===== src/hw/rtl/rcs_pkg.sv =====
// Shared types and constants of the radio contact sequencer.
`default_nettype none
package rcs_pkg;

    localparam int unsigned RCS_MAX_MESSAGES = 64;
    localparam int unsigned IDX_W = 6;
    localparam int unsigned CNT_W = 4;
    localparam logic [CNT_W-1:0] CNT_FULL = '1;
    localparam int unsigned IN_TDATA_W = 24;
    localparam int unsigned OUT_TDATA_W = 24;
    localparam int unsigned CFG_DATA_W = 4;

    typedef enum logic [3:0] {
        ST_IDLE       = 4'd0,
        ST_CQ         = 4'd1,
        ST_REPORT     = 4'd2,
        ST_RR73       = 4'd3,
        ST_ANSWER     = 4'd4,
        ST_ANS_REPORT = 4'd5,
        ST_SEND_73    = 4'd6,
        ST_DONE_73    = 4'd7,
        ST_REPORT_RPT = 4'd8,
        ST_RR73_RPT   = 4'd9,
        ST_ANSWER_RPT = 4'd10
    } state_t;

    typedef enum logic [2:0] {
        MSG_CQ         = 3'd0,
        MSG_ANSWER_CQ  = 3'd1,
        MSG_REPORT     = 3'd2,
        MSG_RR73       = 3'd3,
        MSG_ANS_REPORT = 3'd4,
        MSG_FINAL_73   = 3'd5
    } msg_kind_t;

    typedef enum logic {
        CFG_AUTO_CQ      = 1'b0,
        CFG_MAX_ATTEMPTS = 1'b1
    } cfg_index_t;

    typedef struct packed {
        logic             auto_cq;
        logic [CNT_W-1:0] max_attempts;
    } cfg_t;

    typedef struct packed {
        logic             final_73;
        logic             rr73_after_report;
        logic             report_for_our_answer;
        logic             report_for_our_cq;
        logic [IDX_W-1:0] partner_index;
        logic             partner_found;
        logic [IDX_W-1:0] caller_index;
        logic             caller_found;
    } item_t;

    typedef struct packed {
        logic             cq_button_off;
        logic             record_start;
        logic             clear_target;
        logic             log_contact;
        logic [IDX_W-1:0] target_index;
        logic             load_target;
        logic [3:0]       next_state;
        msg_kind_t        message_kind;
        logic             transmit;
    } result_t;

endpackage
`default_nettype wire


===== src/hw/rtl/radio_contact_sequencer_core.sv =====
// Top level of the radio contact sequencer: stream ports, registers and config.
`default_nettype none
// The sequencer takes one transfer per receive period on s_axis and returns
// exactly one result transfer on m_axis for it, in order. It accepts a new
// item every clock cycle unless m_axis_tready stalls the result register;
// items pass the input register, then the result register. Combinational
// next-state logic feeding the contact state and retry counter registers
// sets the rate. The user must write auto_cq and max_attempts via cfg_wr_en /
// cfg_addr / cfg_wdata with no item in flight; the block does not enforce it.
module radio_contact_sequencer_core #(
    parameter int unsigned MAX_MESSAGES = rcs_pkg::RCS_MAX_MESSAGES
) (
    input  logic                              aclk,
    input  logic                              aresetn,
    input  logic                              cfg_wr_en,
    input  logic                              cfg_addr,
    input  logic [rcs_pkg::CFG_DATA_W-1:0]    cfg_wdata,
    input  logic                              s_axis_tvalid,
    output logic                              s_axis_tready,
    // caller_found, caller_index[6], partner_found, partner_index[6],
    // report_for_our_cq, report_for_our_answer, rr73_after_report, final_73
    input  logic [rcs_pkg::IN_TDATA_W-1:0]    s_axis_tdata,
    output logic                              m_axis_tvalid,
    input  logic                              m_axis_tready,
    // transmit, message_kind[3], next_state[4], load_target, target_index[6],
    // log_contact, clear_target, record_start, cq_button_off
    output logic [rcs_pkg::OUT_TDATA_W-1:0]   m_axis_tdata
);
    import rcs_pkg::*;

    localparam int unsigned ITEM_W = $bits(item_t);
    localparam int unsigned RES_W  = $bits(result_t);

    cfg_t             cfg_reg;
    logic             in_valid_reg;
    item_t            in_item_reg;
    logic             out_valid_reg;
    result_t          out_res_reg;
    state_t           state_reg;
    logic [CNT_W-1:0] retry_reg;

    state_t           state_next;
    logic [CNT_W-1:0] retry_next;
    result_t          res_next;
    logic             advance;
    logic             s_xfer;

    assign advance       = in_valid_reg && (!out_valid_reg || m_axis_tready);
    assign s_axis_tready = !in_valid_reg || advance;
    assign s_xfer        = s_axis_tvalid && s_axis_tready;

    rcs_step #(
        .MAX_MESSAGES(MAX_MESSAGES)
    ) u_step (
        .cfg_i    (cfg_reg),
        .item_i   (in_item_reg),
        .state_i  (state_reg),
        .retry_i  (retry_reg),
        .state_o  (state_next),
        .retry_o  (retry_next),
        .result_o (res_next)
    );

    always_ff @(posedge aclk) begin
        if (!aresetn) begin
            cfg_reg.auto_cq      <= 1'b0;
            cfg_reg.max_attempts <= CNT_W'(3);
        end else if (cfg_wr_en) begin
            unique case (cfg_index_t'(cfg_addr))
                CFG_AUTO_CQ:      cfg_reg.auto_cq      <= cfg_wdata[0];
                CFG_MAX_ATTEMPTS: cfg_reg.max_attempts <= cfg_wdata[CNT_W-1:0];
                default: begin
                end
            endcase
        end
    end

    always_ff @(posedge aclk) begin
        if (!aresetn) begin
            in_valid_reg  <= 1'b0;
            out_valid_reg <= 1'b0;
            state_reg     <= ST_IDLE;
            retry_reg     <= '0;
        end else begin
            if (s_xfer) begin
                in_valid_reg <= 1'b1;
            end else if (advance) begin
                in_valid_reg <= 1'b0;
            end
            if (advance) begin
                out_valid_reg <= 1'b1;
                state_reg     <= state_next;
                retry_reg     <= retry_next;
            end else if (m_axis_tready) begin
                out_valid_reg <= 1'b0;
            end
        end
    end

    always_ff @(posedge aclk) begin
        if (s_xfer) begin
            in_item_reg <= item_t'(s_axis_tdata[ITEM_W-1:0]);
        end
        if (advance) begin
            out_res_reg <= res_next;
        end
    end

    assign m_axis_tvalid = out_valid_reg;
    assign m_axis_tdata  = {{(OUT_TDATA_W-RES_W){1'b0}}, out_res_reg};

endmodule
`default_nettype wire


===== src/hw/rtl/rcs_step.sv =====
// Next-state, retry counter and result logic for one receive period.
`default_nettype none
module rcs_step #(
    parameter int unsigned MAX_MESSAGES = rcs_pkg::RCS_MAX_MESSAGES
) (
    input  rcs_pkg::cfg_t                 cfg_i,
    input  rcs_pkg::item_t                item_i,
    input  rcs_pkg::state_t               state_i,
    input  logic [rcs_pkg::CNT_W-1:0]     retry_i,
    output rcs_pkg::state_t               state_o,
    output logic [rcs_pkg::CNT_W-1:0]     retry_o,
    output rcs_pkg::result_t              result_o
);
    import rcs_pkg::*;

    localparam logic [8:0] IDX_LIMIT = 9'(MAX_MESSAGES - 1);

    state_t           st;
    logic [CNT_W-1:0] cnt;
    logic [IDX_W-1:0] src_idx;
    logic [8:0]       src_wide;
    logic [IDX_W-1:0] clamped;
    result_t          res;

    always_comb begin
        st      = state_i;
        retry_o = retry_i;
        cnt     = retry_i;
        src_idx = item_i.partner_index;
        res     = '0;

        if (!item_i.caller_found) begin
            if (st != ST_IDLE && st != ST_CQ) begin
                if (st == ST_ANSWER) begin
                    cnt = '0;
                end
                if (cnt != CNT_FULL) begin
                    cnt = cnt + 1'b1;
                end
                if (cnt < cfg_i.max_attempts) begin
                    retry_o = cnt;
                    if (st == ST_REPORT) begin
                        st = ST_REPORT_RPT;
                    end else if (st == ST_RR73) begin
                        st = ST_RR73_RPT;
                    end else if (st == ST_ANSWER) begin
                        st = ST_ANSWER_RPT;
                    end
                end else begin
                    res.clear_target = 1'b1;
                    retry_o          = '0;
                    if (cfg_i.auto_cq) begin
                        st = ST_CQ;
                    end else begin
                        st                = ST_IDLE;
                        res.cq_button_off = 1'b1;
                    end
                end
            end else begin
                st = ST_CQ;
            end
        end else begin
            unique case (st)
                ST_CQ: begin
                    res.record_start = 1'b1;
                    st               = ST_REPORT;
                    retry_o          = '0;
                    src_idx          = item_i.caller_index;
                end
                ST_REPORT, ST_REPORT_RPT: begin
                    if (item_i.partner_found) begin
                        retry_o = '0;
                        if (item_i.report_for_our_cq) begin
                            st = ST_RR73;
                        end else if (item_i.rr73_after_report) begin
                            st               = ST_SEND_73;
                            res.log_contact  = 1'b1;
                            res.clear_target = 1'b1;
                        end
                    end else begin
                        st = ST_REPORT_RPT;
                    end
                end
                ST_RR73, ST_RR73_RPT: begin
                    if (item_i.partner_found) begin
                        retry_o = '0;
                        if (item_i.final_73) begin
                            res.log_contact  = 1'b1;
                            res.clear_target = 1'b1;
                            if (cfg_i.auto_cq) begin
                                st = ST_CQ;
                            end else begin
                                st                = ST_IDLE;
                                res.cq_button_off = 1'b1;
                            end
                        end
                    end else begin
                        st = ST_RR73_RPT;
                    end
                end
                ST_ANSWER, ST_ANSWER_RPT: begin
                    if (item_i.partner_found) begin
                        retry_o = '0;
                        if (item_i.report_for_our_answer) begin
                            st               = ST_ANS_REPORT;
                            res.record_start = 1'b1;
                        end
                    end else begin
                        st = ST_ANSWER_RPT;
                    end
                end
                ST_ANS_REPORT: begin
                    if (item_i.partner_found) begin
                        retry_o = '0;
                        if (item_i.rr73_after_report) begin
                            st              = ST_SEND_73;
                            res.log_contact = 1'b1;
                        end
                    end
                end
                default: begin
                end
            endcase
        end

        src_wide = {3'b000, src_idx};
        clamped  = (src_wide > IDX_LIMIT) ? IDX_LIMIT[IDX_W-1:0] : src_idx;

        unique case (st)
            ST_CQ: begin
                res.transmit     = 1'b1;
                res.message_kind = MSG_CQ;
            end
            ST_REPORT: begin
                res.transmit     = 1'b1;
                res.message_kind = MSG_REPORT;
                res.load_target  = 1'b1;
                res.target_index = clamped;
            end
            ST_RR73, ST_RR73_RPT: begin
                res.transmit     = 1'b1;
                res.message_kind = MSG_RR73;
            end
            ST_REPORT_RPT: begin
                res.transmit     = 1'b1;
                res.message_kind = MSG_REPORT;
            end
            ST_ANS_REPORT: begin
                res.transmit     = 1'b1;
                res.message_kind = MSG_ANS_REPORT;
            end
            ST_SEND_73: begin
                res.transmit     = 1'b1;
                res.message_kind = MSG_FINAL_73;
                st               = ST_DONE_73;
            end
            ST_ANSWER_RPT: begin
                res.transmit     = 1'b1;
                res.message_kind = MSG_ANSWER_CQ;
            end
            default: begin
            end
        endcase

        res.next_state = st;
        state_o        = st;
        result_o       = res;
    end

endmodule
`default_nettype wire

===== config.mk =====
export PLATFORM = sky130hd
export DESIGN_NAME = radio_contact_sequencer_core
export DESIGN_NICKNAME = d
export VERILOG_FILES = /design/src/hw/rtl/rcs_pkg.sv /design/src/hw/rtl/radio_contact_sequencer_core.sv /design/src/hw/rtl/rcs_step.sv
export SDC_FILE = /design/constraint.sdc
export NUM_CORES = 1
export LEC_CHECK = 0
export BUFFER_PORTS_ARGS = -buffer_cell sky130_fd_sc_hd__buf_2
export CORE_MARGIN = 2
export CORE_UTILIZATION = 35
export CTS_CLUSTER_DIAMETER = 100
export DETAILED_ROUTE_END_ITERATION = 10
export PLACE_DENSITY = 0.61
export REMOVE_ABC_BUFFERS = 1
export SYNTH_ARGS = -nofsm -noshare
export SYNTH_HDL_FRONTEND = slang
export SYNTH_SLANG_ARGS = --single-unit

===== constraint.sdc =====
create_clock -name aclk -period 9.5 [get_ports aclk]
set_input_delay 1.425 -clock aclk [delete_from_list [all_inputs] [get_ports aclk]]
set_output_delay 1.425 -clock aclk [all_outputs]
set_load 0.02 [all_outputs]

==> impl_metrics.json, run 1 <==
{
  "outcome": "completed",
  "synthFlopType": "edfxtp_1",
  "dieWidth_um": 91.2,
  "setup_violations": 0,
  "yosysWarnings": 0,
  "post-route-min-period_ns": 3.83,
  "io_buffers": 48,
  "max_freq_mhz": 261,
  "syn2layout_area_growth_pct": 13.4,
  "place_ws_ns": 5.66,
  "worst-path-max-fanout": 23,
  "clk_path_buf_depth": 2,
  "max-cap-violations": 0,
  "fp-row-count": 31,
  "antennaDiodeCount": 0,
  "wl_per_cell_um": 13.3,
  "synth_cell_types": 59,
  "wl_met2_um": 2440,
  "cellPowerDensity_nw_per_um2": 151,
  "clock_skew_ns": 0.00517,
  "max_stage_delay_ns": 0.78,
  "fin_cells": 387,
  "synth_cells": 249,
  "grt_setup_unrepaired": "false",
  "met3_length_um": 228,
  "slowest_stage": "dfxtp_1",
  "ys_seq_area_share_pct": 53.0,
  "syn_area_per_cell_um2": 10.7,
  "required_ns": 9.56,
  "drive_above_1_share_pct": 26.4,
  "critPathLaunchType": "register",
  "hold_class": "register to register",
  "totalWireLength_um": 5150,
  "p_leak_nw": 1.15,
  "cts_made_buffers": 5,
  "drc_errors": 0,
  "arrival_ns": 3.89,
  "crit_buf_inv": 0,
  "clk_latency_ns": 0.31,
  "postCtsSetupBuffers": 0,
  "gp_congestion": 0.849,
  "finalHoldViolCount": 0,
  "swShare_pct": 27.1,
  "intPower_mw": 0.333,
  "crit_path_end_kind": "register",
  "power_switching_mw": 0.124,
  "holdCritStartpoint": "cfg_reg[1]",
  "worst_slack_ns": 5.67,
  "die_h_um": 91.2,
  "power.total_mw": 0.457,
  "comb_power_share_pct": 13.1,
  "cp_cell_sequence": "nor4b_1 > nor3_1 > ha_1 > a21o_1 > a21oi_1 > nand2_1 > o32ai_2 > or3_1 > nor2_2",
  "fin_crit_sh_pct": 40.3,
  "slew_headroom_pct": 40.8,
  "top_layer_used": "met4",
  "post-place-cells": 379,
  "synth-edff-count": 37,
  "worstSetupPathType": "register to register",
  "dieArea_um2": 8320,
  "crit_start": "state_reg[2]",
  "cts_hold_buf": 0,
  "core_area_um2": 7330,
  "grt_pass1_vias": 1893,
  "ant_nets": 0,
  "start_util_pct": 36.3,
  "seqPwrFrac_pct": 58.2,
  "cts-root-buf": "clkbuf_8",
  "path_clk_slew_ns": 0.10,
  "syn_area_um2": 2660,
  "clock_power_share_pct": 28.6,
  "grt_overflow_total": 0,
  "dp_hpwl_um": 3520,
  "maxSlewViolCount": 0,
  "vias_per_cell": 5.06,
  "place_area_um2": 2930,
  "synth-seq-cells": 52,
  "ir_worst_vdd_uv": 81.7,
  "via_count": 1960,
  "worst_pin_slew_ns": 0.886,
  "cts_tree": "built",
  "cts_resized": 0,
  "met1_length_um": 2370,
  "ios": 60,
  "largest_register_ffs": 19,
  "dr.pass1.iters": 4,
  "crit_family": "simple AND/OR/NAND/NOR gates",
  "antenna_found_initial": 0,
  "nets": 324,
  "grt_pass1_wl_um": 8870,
  "crit-reg2reg-launch": "state_reg[2]",
  "cts.htree.levels": 2,
  "grt_use_total_pct": 13.2,
  "synthArstFlopShare_pct": 0,
  "design_area_um2": 3020,
  "setup_tns_ns": 0,
  "grt_max_degree": 28,
  "cts.sinks": 52,
  "drt_iter0_markers": 124
}
==> area by class of cell <==
class                   instances  area (um2)
well taps                      99         124
fillers                       722        4310
flip-flops and latches         52        1410
inverters                      10        37.5
multi-input cells             169        1110
repair buffers                 49         248
clock buffers                   5        68.8
clock inverters                 3        22.5
==> power by group through the flow <==
stage                     registers [mW]  logic, mW  clock network, mW
after floorplan                    0.275     0.0359                  0
after global placement             0.271     0.0595                  0
after detailed placement           0.271     0.0606                  0
after CTS                          0.266     0.0608              0.135
after global routing               0.268     0.0675              0.144
final                              0.266     0.0601              0.131
==> worst register-to-register path, cell delays in order, from the launching register on <==
cell	delay, ns
dfxtp_1	0.78
nor4b_1	0.52
nor3_1	0.18
ha_1	0.32
a21o_1	0.19
a21oi_1	0.28
nand2_1	0.20
o32ai_2	0.61
or3_1	0.44
nor2_2	0.07
==> metal layers <==
layer / up-vias / track usage, %
met1: 917 / 17.4
met4: 0 / 5.81
met2: 46 / 21.2
met5: - / 0
met3: 9 / 2.41
li1: 988 / -
==> kinds of logic (layout without fill, tap and decap cells) <==
family	count (synthesis)	count (layout)	share of synthesized area (%)
buf+inv	32	67	6.06
other cells	1	5	0.141
simple gates	89	89	18.5
flops	52	52	53.0
fa+ha+maj	3	3	1.41
compound gates	62	62	17.3
xor+xnor	2	2	0.658
mux	8	8	3.01
==> cell usage after synthesis, types with 3 or more instances <==
cell      count  share of area (%)
a21boi_0      3               0.85
a21o_1        5                1.4
a21oi_1      15                2.8
a22oi_1       5                1.4
a31oi_1       3               0.70
a41oi_1       3               0.99
buf_2         6                1.1
buf_4         5                1.4
clkbuf_1      8                1.1
dfxtp_1      15                 11
edfxtp_1     37                 42
ha_1          3                1.4
inv_1        10                1.4
mux2i_1       8                3.0
nand2_1      15                2.1
nand2b_1      3               0.70
nand3_1      12                2.3
nor2_1       12                1.7
nor2_2        6                1.4
nor2b_1      12                2.8
nor3_1        8                1.5
nor3b_1       3               0.85
o211ai_1      3               0.85
o21ai_0       5               0.94
or3_1         3               0.70
==> layout by cell type, fill, tap and decap left out, types with 2 or more instances in the layout <==
cell type and count:
o21a_1 2, ha_1 3, a41oi_1 3, clkbuf_8 5, o211ai_1 3, a22oi_1 5, a21boi_0 3, or3_1 3
nor2_2 6, a21o_1 5, or2_2 2, a21oi_1 15, nor4_1 2, nand2_1 15, buf_2 48, inv_1 10
dfxtp_1 15, conb_1 5, nor2_1 12, edfxtp_1 37, nand3b_1 2, mux2i_1 8, nor3b_1 3, nor2b_1 11
nand3_1 12, o22ai_1 2, nor3_1 8, a31oi_1 3, nand2b_1 3, o21ai_0 5, xnor2_1 2
==> per-stage QoR <==
stage          hold WS (ns)  util [%]
2_1_floorplan         0.438         -
3_3_place_gp          0.458      40.0
3_5_place_dp          0.461      40.0
4_1_cts               0.478      41.2
5_1_grt               0.494      41.2
6_report              0.475      41.2
==> final timing paths <==
| kind | depth (start not counted) | slack (ns) | endpoint |
|---|---|---|---|
| worst max register to register | 9 | 5.67 | m_axis_tdata[11] |
| worst min-delay path | 2 | 0.48 | cfg_reg[1] |
| worst max-delay path | 9 | 5.67 | m_axis_tdata[11] |
| worst min register to register | 2 | 0.48 | cfg_reg[1] |
No activity file was read; power rests on OpenSTA's default activity.
==> run 2: changes to the inputs <==
Settings changed: ABC_AREA set to 1.
Clock period 9.5 ns to 3.7 ns, I/O delays scaled along.
==> impl_metrics.json, run 2 <==
{
  "synth-edff-count": 37,
  "worst_slack_ns": 0.894,
  "top_layer_used": "met4",
  "cts_resized": 0,
  "crit_path_end_kind": "register",
  "nets": 367,
  "cts_made_buffers": 5,
  "start_util_pct": 35.7,
  "gp_congestion": 0.947,
  "grt_max_degree": 22,
  "io_buffers": 48,
  "ys_seq_area_share_pct": 55.0,
  "rr_endpoint": "m_axis_tdata[11]",
  "worst_pin_slew_ns": 0.826,
  "ant_nets": 0,
  "dieArea_um2": 8030,
  "path_clk_slew_ns": 0.11,
  "slew_headroom_pct": 44.9,
  "synthDominantCellAreaShare_pct": 43.3,
  "yosysWarnings": 0,
  "synth_most_common_cell": "nand2_1",
  "layout_commonest_cell": "nand2_1",
  "via_count": 1991,
  "cts_tree": "built",
  "final_cell_mix": "nand2_1 (55), buf_2 (48), edfxtp_1 (37)",
  "grt_pass1_vias": 1737,
  "post-route-min-period_ns": 2.81,
  "power.total_mw": 1.27,
  "met3_length_um": 322,
  "syn_area_per_cell_um2": 9.23,
  "met1_length_um": 2340,
  "wl_met2_um": 2290,
  "critPathLaunchType": "register",
  "hold_path_depth": 1,
  "synth_cell_types": 34,
  "dr.pass1.iters": 4,
  "clock_skew_ns": 0.0125,
  "postCtsSetupBuffers": 0,
  "hold_ws_ns": 0.402,
  "die_h_um": 89.6,
  "antenna_found_initial": 0,
  "fp-row-count": 31,
  "dieWidth_um": 89.6,
  "r2r_slack_ns": 0.89,
  "drive_above_1_share_pct": 26.0,
  "synthTopCellsByCount": "nand2_1 (55), edfxtp_1 (37), inv_1 (27)",
  "antennaDiodeCount": 0,
  "fin_crit_sh_pct": 75.8,
  "post-place-cells": 422,
  "grt_use_total_pct": 13.5,
  "max-cap-violations": 0,
  "syn_area_um2": 2560,
  "p_leak_nw": 1.36,
  "outcome": "completed",
  "grt_setup_unrepaired": "false",
  "crit-reg2reg-launch": "state_reg[1]",
  "reg2reg_depth": 18,
  "clk_latency_ns": 0.32,
  "largest_register_ffs": 19,
  "cellPowerDensity_nw_per_um2": 423,
  "design_area_um2": 2990,
  "drc_errors": 0,
  "clk_path_buf_depth": 2,
  "drt_iter0_markers": 137,
  "core_area_um2": 7180,
  "fin_util_pct": 41.7,
  "grt_overflow_total": 0,
  "setup_violations": 0,
  "wl_per_cell_um": 11.8,
  "cts_hold_buf": 0,
  "synthFlopType": "edfxtp_1",
  "max_freq_mhz": 356,
  "synth_cells": 278,
  "arrival_ns": 2.88,
  "cts.sinks": 52,
  "synth-seq-cells": 52,
  "place_area_um2": 2900,
  "fin_cells": 430,
  "cts-root-buf": "clkbuf_8",
  "required_ns": 3.78,
  "syn2layout_area_growth_pct": 16.7,
  "setup_tns_ns": 0,
  "finalHoldViolCount": 0,
  "synth_largest_area_cell": "edfxtp_1",
  "place_ws_ns": 0.853,
  "worst-path-max-fanout": 10,
  "worstSetupPathType": "register to register",
  "totalWireLength_um": 5050,
  "hold_class": "input pin to register",
  "ios": 60,
  "whs_endpoint": "in_item_reg[9]",
  "dp_hpwl_um": 3800,
  "ir_worst_vdd_uv": 210,
  "vias_per_cell": 4.63,
  "synthArstFlopShare_pct": 0,
  "grt_pass1_wl_um": 8190,
  "synthTopCellsByArea": "edfxtp_1 (43%), dfxtp_1 (12%), nand2_1 (8.0%)",
  "holdCritStartpoint": "s_axis_tdata[9]",
  "maxSlewViolCount": 0,
  "cts.htree.levels": 2
}
-- run 2: cell types whose count changed after synthesis, moves of 7 or more --
cell / before / now
inv_2: 0 / 11
clkbuf_1: 8 / 0
nand3_1: 12 / 20
a21oi_1: 15 / 22
nor2b_1: 12 / 0
nand2_1: 15 / 55
nand4_1: 0 / 7
inv_1: 10 / 27
nor3_1: 8 / 1
nor2_1: 12 / 24
-- run 2: logic make-up (layout without fill, tap and decap cells) --
family	Yosys count	in the layout	share of synthesized area [%]
flip-flops	52	52	55.0
multiplexers	6	6	2.34
AO/OA/AOI/OAI	46	46	10.8
other	1	5	0.146
buffers and inverters	46	95	7.56
adder cells (fa/ha/maj)	3	3	1.46
AND/OR/NAND/NOR	124	124	22.7
-- run 2: worst max-delay path: stages (launching register included) --
cell	delay (ns)
dfxtp_1	0.55
nor2_2	0.10
nand2_4	0.12
inv_2	0.07
nor2_4	0.10
nand2_1	0.09
nor2_1	0.09
inv_1	0.05
nor2_1	0.08
a21oi_1	0.06
ha_1	0.18
a21oi_1	0.32
nand2_2	0.16
nand3b_1	0.14
nand3_2	0.12
nand2_1	0.10
inv_2	0.05
nand2_2	0.15
nor2_1	0.06
-- run 2: worst max path at each step --
stage	start	endpoint	slack, ns	depth (start not counted)
floorplan	state_reg[1]	m_axis_tdata[10]	1.25	18
global placement	state_reg[1]	m_axis_tdata[10]	0.92	18
detailed placement	state_reg[1]	m_axis_tdata[12]	0.85	18
CTS	state_reg[1]	m_axis_tdata[13]	0.84	18
global route	state_reg[1]	m_axis_tdata[13]	0.56	18
finish	state_reg[1]	m_axis_tdata[11]	0.89	18
-- run 2: layout make-up --
class,count,area [um2]
fillers,725,4180
flip-flops and latches,52,1410
multi-input cells,184,975
repair buffers,48,240
inverters,39,146
well taps,99,124
clock buffers,5,68.8
clock inverters,3,28.8
-- run 2: metal layers --
metal  global-route usage (%)  vias up
met5                        0        -
met4                     5.43        0
met3                     3.38        8
met2                     20.3       70
met1                     18.8      870
li1                         -     1043
-- run 2: where the power goes --
part           switching [mW]  internal [mW]  total, mW
registers              0.0201          0.668      0.688
clock network           0.207          0.143      0.350
logic                   0.155         0.0731      0.228
total                   0.382          0.884       1.27
